<file path="src/poisson_stencil_sweep_macros.svh">
// Assertion macros for the five-point stencil sweep.
// Used by the top level; expects clk and rst in the scope of each use.
`ifndef POISSON_STENCIL_SWEEP_MACROS_SVH
`define POISSON_STENCIL_SWEEP_MACROS_SVH

// The condition must hold at every clock edge outside reset.
`define SPS_ASSERT_HOLDS(label, cond) \
  label: assert property (@(posedge clk) disable iff (rst) (cond)) \
    else $error("stencil sweep: invariant violated");

// Whenever the antecedent holds, the consequent holds in the same cycle.
`define SPS_ASSERT_IMPLIES(label, ante, cons) \
  label: assert property (@(posedge clk) disable iff (rst) (ante) |-> (cons)) \
    else $error("stencil sweep: implication violated");

`endif

</file>
<file path="src/sps_pkg.sv">
// Shared constants, types and helper functions of the stencil sweep.
// No dependencies; every module file imports it.
package sps_pkg;

  localparam int MAX_ROW_WIDTH = 1024;
  localparam int ADDR_BITS = $clog2(MAX_ROW_WIDTH);
  localparam int WIDTH_BITS = ADDR_BITS + 1;
  localparam int VALUE_BITS = 32;
  localparam int H_BITS = 32;
  localparam int COL_BITS = 10;
  localparam int ROW_BITS = 16;
  localparam int CHANGE_BITS = 31;
  localparam int SUM_BITS = VALUE_BITS + 2;
  localparam int PROD_BITS = VALUE_BITS + H_BITS;
  localparam int CFG_BITS = 32;

  localparam logic [1:0] REG_INTERIOR_COLUMNS = 2'd0;
  localparam logic [1:0] REG_START_ROW = 2'd1;
  localparam logic [1:0] REG_END_ROW = 2'd2;
  localparam logic [1:0] REG_H_SQUARED = 2'd3;

  localparam logic [COL_BITS-1:0] COLS_RESET = COL_BITS'(1022);
  localparam logic [ROW_BITS-1:0] START_ROW_RESET = ROW_BITS'(1);
  localparam logic [ROW_BITS-1:0] END_ROW_RESET = ROW_BITS'(1);
  localparam logic [COL_BITS-1:0] COLS_LIMIT = COL_BITS'(MAX_ROW_WIDTH - 2);
  localparam logic [ROW_BITS-1:0] END_ROW_LIMIT = ROW_BITS'(65534);

  typedef struct packed {
    logic [COL_BITS-1:0]   cols;
    logic [WIDTH_BITS-1:0] width;
    logic [ROW_BITS-1:0]   start_row;
    logic [ROW_BITS-1:0]   end_row;
    logic [H_BITS-1:0]     h_squared;
  } cfg_t;

  typedef struct packed {
    logic                res;
    logic                clr;
    logic                last;
    logic [ROW_BITS-1:0] row;
    logic [COL_BITS-1:0] col;
  } tag_t;

  typedef struct packed {
    tag_t                         tag;
    logic signed [SUM_BITS-1:0]   sum;
    logic signed [VALUE_BITS-1:0] rhs;
    logic signed [VALUE_BITS-1:0] mid;
  } stage1_t;

  typedef struct packed {
    tag_t                         tag;
    logic signed [VALUE_BITS-1:0] nv;
    logic signed [VALUE_BITS-1:0] mid;
  } stage3_t;

  function automatic cfg_t make_cfg(input logic [COL_BITS-1:0] cols_raw,
                                    input logic [ROW_BITS-1:0] first_raw,
                                    input logic [ROW_BITS-1:0] last_raw,
                                    input logic [H_BITS-1:0] h_raw);
    cfg_t c;
    if (cols_raw == '0) begin
      c.cols = COL_BITS'(1);
    end else if (cols_raw > COLS_LIMIT) begin
      c.cols = COLS_LIMIT;
    end else begin
      c.cols = cols_raw;
    end
    c.width = WIDTH_BITS'(c.cols) + WIDTH_BITS'(2);
    c.start_row = (first_raw == '0) ? ROW_BITS'(1) : first_raw;
    c.end_row = (last_raw > END_ROW_LIMIT) ? END_ROW_LIMIT : last_raw;
    c.h_squared = h_raw;
    return c;
  endfunction

  function automatic logic [ADDR_BITS-1:0] clamp_col(input logic [ADDR_BITS-1:0] pos,
                                                     input logic [WIDTH_BITS-1:0] width);
    logic [WIDTH_BITS-1:0] last_col;
    last_col = width - WIDTH_BITS'(1);
    if (WIDTH_BITS'(pos) >= width) begin
      return last_col[ADDR_BITS-1:0];
    end
    return pos;
  endfunction

endpackage

</file>
<file path="src/sps_update_pipe.sv">
// Multiply, scale, round and saturate stages of the stencil update.
// Two pipeline registers between the window and the result stage. Uses sps_pkg.
module sps_update_pipe
  import sps_pkg::*;
(
  input  logic              clk,
  input  logic              rst,
  input  logic [H_BITS-1:0] h_squared,
  input  logic              s1_valid,
  input  stage1_t           s1,
  output logic              s1_ready,
  output logic              s3_valid,
  output stage3_t           s3,
  input  logic              s3_ready
);

  localparam int N_BITS = SUM_BITS + 4;
  localparam int PROD_SHIFT = 30;
  localparam int ROUND_SHIFT = 4;

  typedef struct packed {
    tag_t                         tag;
    logic signed [SUM_BITS-1:0]   sum;
    logic signed [PROD_BITS-1:0]  prod;
    logic signed [VALUE_BITS-1:0] mid;
  } stage2_t;

  stage2_t s2;
  logic    s2_valid;
  logic    load2;
  logic    load3;

  logic signed [H_BITS:0]        h_s;
  logic signed [VALUE_BITS-1:0]  rhs_s;
  logic signed [PROD_BITS-1:0]   prod;
  logic signed [SUM_BITS-1:0]    sum_s;
  logic signed [PROD_BITS-1:0]   prod_s;
  logic signed [N_BITS-1:0]      n_sum;
  logic signed [N_BITS-1:0]      n_round;
  logic [N_BITS-VALUE_BITS:0]    upper;
  logic signed [VALUE_BITS-1:0]  nv;

  assign load3 = s3_ready;
  assign load2 = !s2_valid || load3;
  assign s1_ready = load2;

  always_comb begin
    h_s = {1'b0, h_squared};
    rhs_s = s1.rhs;
    prod = h_s * rhs_s;
  end

  always_comb begin
    sum_s = s2.sum;
    prod_s = s2.prod;
    n_sum = (N_BITS'(sum_s) <<< 2) + N_BITS'(prod_s >>> PROD_SHIFT);
    n_round = (n_sum + N_BITS'(8)) >>> ROUND_SHIFT;
    upper = n_round[N_BITS-1:VALUE_BITS-1];
    if ((&upper) || !(|upper)) begin
      nv = n_round[VALUE_BITS-1:0];
    end else if (n_round[N_BITS-1]) begin
      nv = {1'b1, {(VALUE_BITS-1){1'b0}}};
    end else begin
      nv = {1'b0, {(VALUE_BITS-1){1'b1}}};
    end
  end

  always_ff @(posedge clk) begin
    if (rst) begin
      s2_valid <= 1'b0;
      s3_valid <= 1'b0;
    end else begin
      if (load2) begin
        s2_valid <= s1_valid;
      end
      if (load3) begin
        s3_valid <= s2_valid;
      end
    end
  end

  always_ff @(posedge clk) begin
    if (load2) begin
      s2.tag <= s1.tag;
      s2.sum <= s1.sum;
      s2.prod <= prod;
      s2.mid <= s1.mid;
    end
    if (load3) begin
      s3.tag <= s2.tag;
      s3.nv <= nv;
      s3.mid <= s2.mid;
    end
  end

endmodule

</file>
<file path="config.mk">
export PLATFORM = sky130hd
export DESIGN_NAME = sps_update_pipe
export DESIGN_NICKNAME = d
export VERILOG_FILES = /design/src/poisson_stencil_sweep_macros.svh /design/src/sps_pkg.sv /design/src/sps_update_pipe.sv
export SDC_FILE = /design/constraint.sdc
export NUM_CORES = 2
export LEC_CHECK = 0
export ABC_AREA = 1
export BUFFER_PORTS_ARGS = -buffer_cell sky130_fd_sc_hd__buf_2
export CELL_PAD_IN_SITES_DETAIL_PLACEMENT = 1
export CELL_PAD_IN_SITES_GLOBAL_PLACEMENT = 1
export CORE_MARGIN = 2
export CORE_UTILIZATION = 30
export DETAILED_ROUTE_END_ITERATION = 6
export GPL_ROUTABILITY_DRIVEN = 1
export GPL_TIMING_DRIVEN = 0
export PLACE_DENSITY_LB_ADDON = 0.1
export SYNTH_ARGS = -nofsm -noshare
export SYNTH_HDL_FRONTEND = slang
export SYNTH_SLANG_ARGS = --single-unit
</file>
<file path="constraint.sdc">
create_clock -name clk -period 8.2 [get_ports clk]
set_clock_uncertainty 0.2 [all_clocks]
set_input_delay 1.23 -clock clk [delete_from_list [all_inputs] [get_ports clk]]
set_output_delay 1.23 -clock clk [all_outputs]
set_load 0.01 [all_outputs]
</file>
==> metrics <==
Syn Std Cell Area=0.0449 mm^2; CP max stage delay=0.62 ns; CTS sink cnt=222; dominant cells by area after synthesis=fa_1, edfxtp_1, inv_1; Die ar.=0.153 mm^2; via count=35984; Cell variety after synth=40; worst-path maximum fanout=10; Syn Area/Cell=8.24 um^2; status=finished, final reports clean; Num CTS Buffers=25; critical path class=in2reg; Starting Density=0.301; Synth top area share=0.400; syn nets=6868; Root Driver=clkbuf_16; Routed WL=188000 um; clk buf depth=3; share of cells above drive strength 1=0.0984; dpl cells=7660; r2r setup slk=4.80 ns; CP Capture Type=flip-flop; Synth Area in Simple Gates=0.157; Final period util=0.978; CTS tree=done; grt ovf=0; Antenna Nets Post-Route=0; Critical R2R Launch=sum_s[1]; number of port buffers=257; Post-Synthesis Cells=5455; Hold-fix buffers, CTS=0; initial antenna violation count=12; max_cap viols=0; H-tree levels=1; Skew-Pair Late Insertion Delay=0.55 ns; f_max=125 MHz; CP dominant cell by count=fa_1; drt drc=0; min Tclk post-route=8.02 ns; area leader, netlist=fa_1; # fillers=17920; family with the most delay on the worst path=adder cells; post-synthesis mux area share=0; CP max stage cell=fa_2; largest net degree at the start of global routing=67; drt initial violations=2129; Pre-Repair DR Iteration Count=7; drt wl/cell=24.4 um; Yosys reg bits=222; Compound-Gate Fraction of Synth Area=0.0305; Final Max Slew Viols=0; Syn. warnings=0; final setup fails=0; global-route wire length before repair=273000 um; Core Footprint=0.149 mm^2; crit path DAT=8.07 ns; XOR/XNOR share of the synthesized area=0.00780; Hold EP=s3[25]; via/cell ratio=4.67; largest family of logic cells by synthesized area=adder cells; min-delay src=s2[25]; Layout area overhead=12.5%; Non-Filler Instances=7709; R2R Path End=s3[51]; startpoint types=input pin; nets=7157; Site Rows=142; final hold violations=0; dpl hpwl=164000 um; hold path cells=0; GRT Resource Usage Total=0.248; fin area=0.0505 mm^2; Worst Reg-to-Reg Cells=20; GP Congestion=0.901; post-placement cell area=0.0488 mm^2; # IOs=258; Clock Pin Slew Worst Setup and Hold Paths=0.06 ns; adder-cell share of the synthesized area=0.498; worst path bufs/invs=5; Worst-Margin Slew=1.17 ns; number of global-route vias before repair=39389; die width=391 um; Slew headroom=0.218; sequential share of the synthesized area=0.148; Hold Path Class=reg2reg; CP required=8.25 ns; Die Y=391 um
layout by cell type, fill, tap and decap left out, types with 9 or more instances in the layout:
cell type / synthesis / layout
fa_1: 897 / 891
clkbuf_4: 0 / 59
buf_2: 0 / 264
nor3_1: 21 / 20
inv_1: 1688 / 1688
o21ai_0: 68 / 62
ha_1: 353 / 349
nand2_2: 9 / 9
nor2_1: 215 / 209
a21oi_2: 1 / 10
clkbuf_1: 192 / 9
clkbuf_2: 0 / 61
xor2_1: 28 / 26
o21a_1: 12 / 12
a21oi_1: 119 / 110
nand2_1: 1443 / 1442
xnor2_1: 12 / 12
nand3_1: 67 / 66
or2_2: 15 / 15
buf_4: 3 / 19
nor2_2: 8 / 14
o21bai_1: 19 / 19
clkbuf_16: 0 / 25
buf_6: 3 / 29
edfxtp_1: 220 / 220
layer usage:
layer | vias up | wire length (um) | GRT usage
met5 | - | 40 | 0
met4 | 6 | 5510 | 0.0623
met3 | 185 | 9750 | 0.0281
met2 | 897 | 88300 | 0.414
met1 | 18791 | 84800 | 0.343
li1 | 16105 | - | -
worst reg2reg max path, delay by kind of cell, from the launching register on:
kind          cells  cell delay (ns)
simple gates     14             1.36
fa+ha+maj         2             0.71
flops             1             0.36
buf+inv           4             0.52
logic make-up (layout without fill, tap and decap cells):
logic type | count (synthesis) | in the layout
buffers and inverters | 1891 | 2197
adders and majority gates | 1250 | 1250
AOI/OAI and AO/OA | 247 | 247
other | 0 | 4
and+or+nand+nor | 1805 | 1805
xor gates and xnor gates | 40 | 40
DFF | 222 | 222
per-stage QoR:
stage / utilization / setup TNS (ns) / setup slack, ns / hold slack [ns]
2_1_floorplan: - / 0 / 0.701 / 0.200
6_report: 0.339 / 0 / 0.180 / 0.198
3_3_place_gp: 0.326 / -37.21 / -1.34 / 0.201
4_1_cts: 0.336 / 0 / 0.00694 / 0.191
3_5_place_dp: 0.327 / -37.00 / -1.38 / 0.205
5_1_grt: 0.339 / -0.000297 / -0.000297 / 0.190
state kept, by name, summed over array words and instances, names as in the netlist:
signal and flops:
s3 93, prod_s 32, s3_valid 1, sum_s 34, s2 61, s2_valid 1
Yosys cell counts:
master and count:
nand4_1 8, edfxtp_1 220, a21boi_1 1, nand3_1 67, a21o_1 8, clkinv_1 1
a21oi_2 1, nor3_1 21, nor2_2 8, dfxtp_1 2, nor4_1 5, clkbuf_1 192
nand2_1 1443, fa_1 897, xor2_1 28, nor2_1 215, or2_2 15, nand2b_1 1
o21a_1 12, o211ai_1 2, a21boi_0 4, xnor2_1 12, nor3b_2 1, nand3_2 4
ha_1 353, o21ai_0 68, and3_1 2, o21bai_1 19, inv_2 4, a211oi_1 1
buf_4 3, buf_6 3, inv_1 1688, a21oi_1 119, nand2_2 9, or2_1 1
nand3b_1 4, and2_1 1, o21ai_1 2, a31oi_1 10
repair_timing:
item	in CTS	in global routing
pin swaps	0	2
setup endpoints to repair	32	31
buffers inserted	0	1
resized for setup	240	294
worst max-delay path by stage:
stage,start,to,cells after the start
floorplan,h_squared[27],prod_s[56],26
global placement,s1[44],prod_s[63],24
detailed placement,s1[44],prod_s[63],24
CTS,s1[40],prod_s[32],20
global route,s1[40],prod_s[60],27
finish,s1[55],prod_s[61],25
cell type report:
cell class / count / area [um^2] / share of cell area
Multi-Input combinational cell: 3342 / 31300 / 0.619
Sequential cell: 222 / 6650 / 0.132
Inverter: 1693 / 6350 / 0.126
Tap cell: 1944 / 2430 / 0.0481
Buffer: 198 / 1500 / 0.0296
Timing Repair Buffer: 262 / 1440 / 0.0286
Clock buffer: 28 / 637 / 0.0126
Clock inverter: 16 / 225 / 0.00446
Antenna cell: 4 / 10.0 / 0.000198
Power is not shown: default switching activity piles up to over one toggle a cycle in this logic, so the estimate is an artifact.
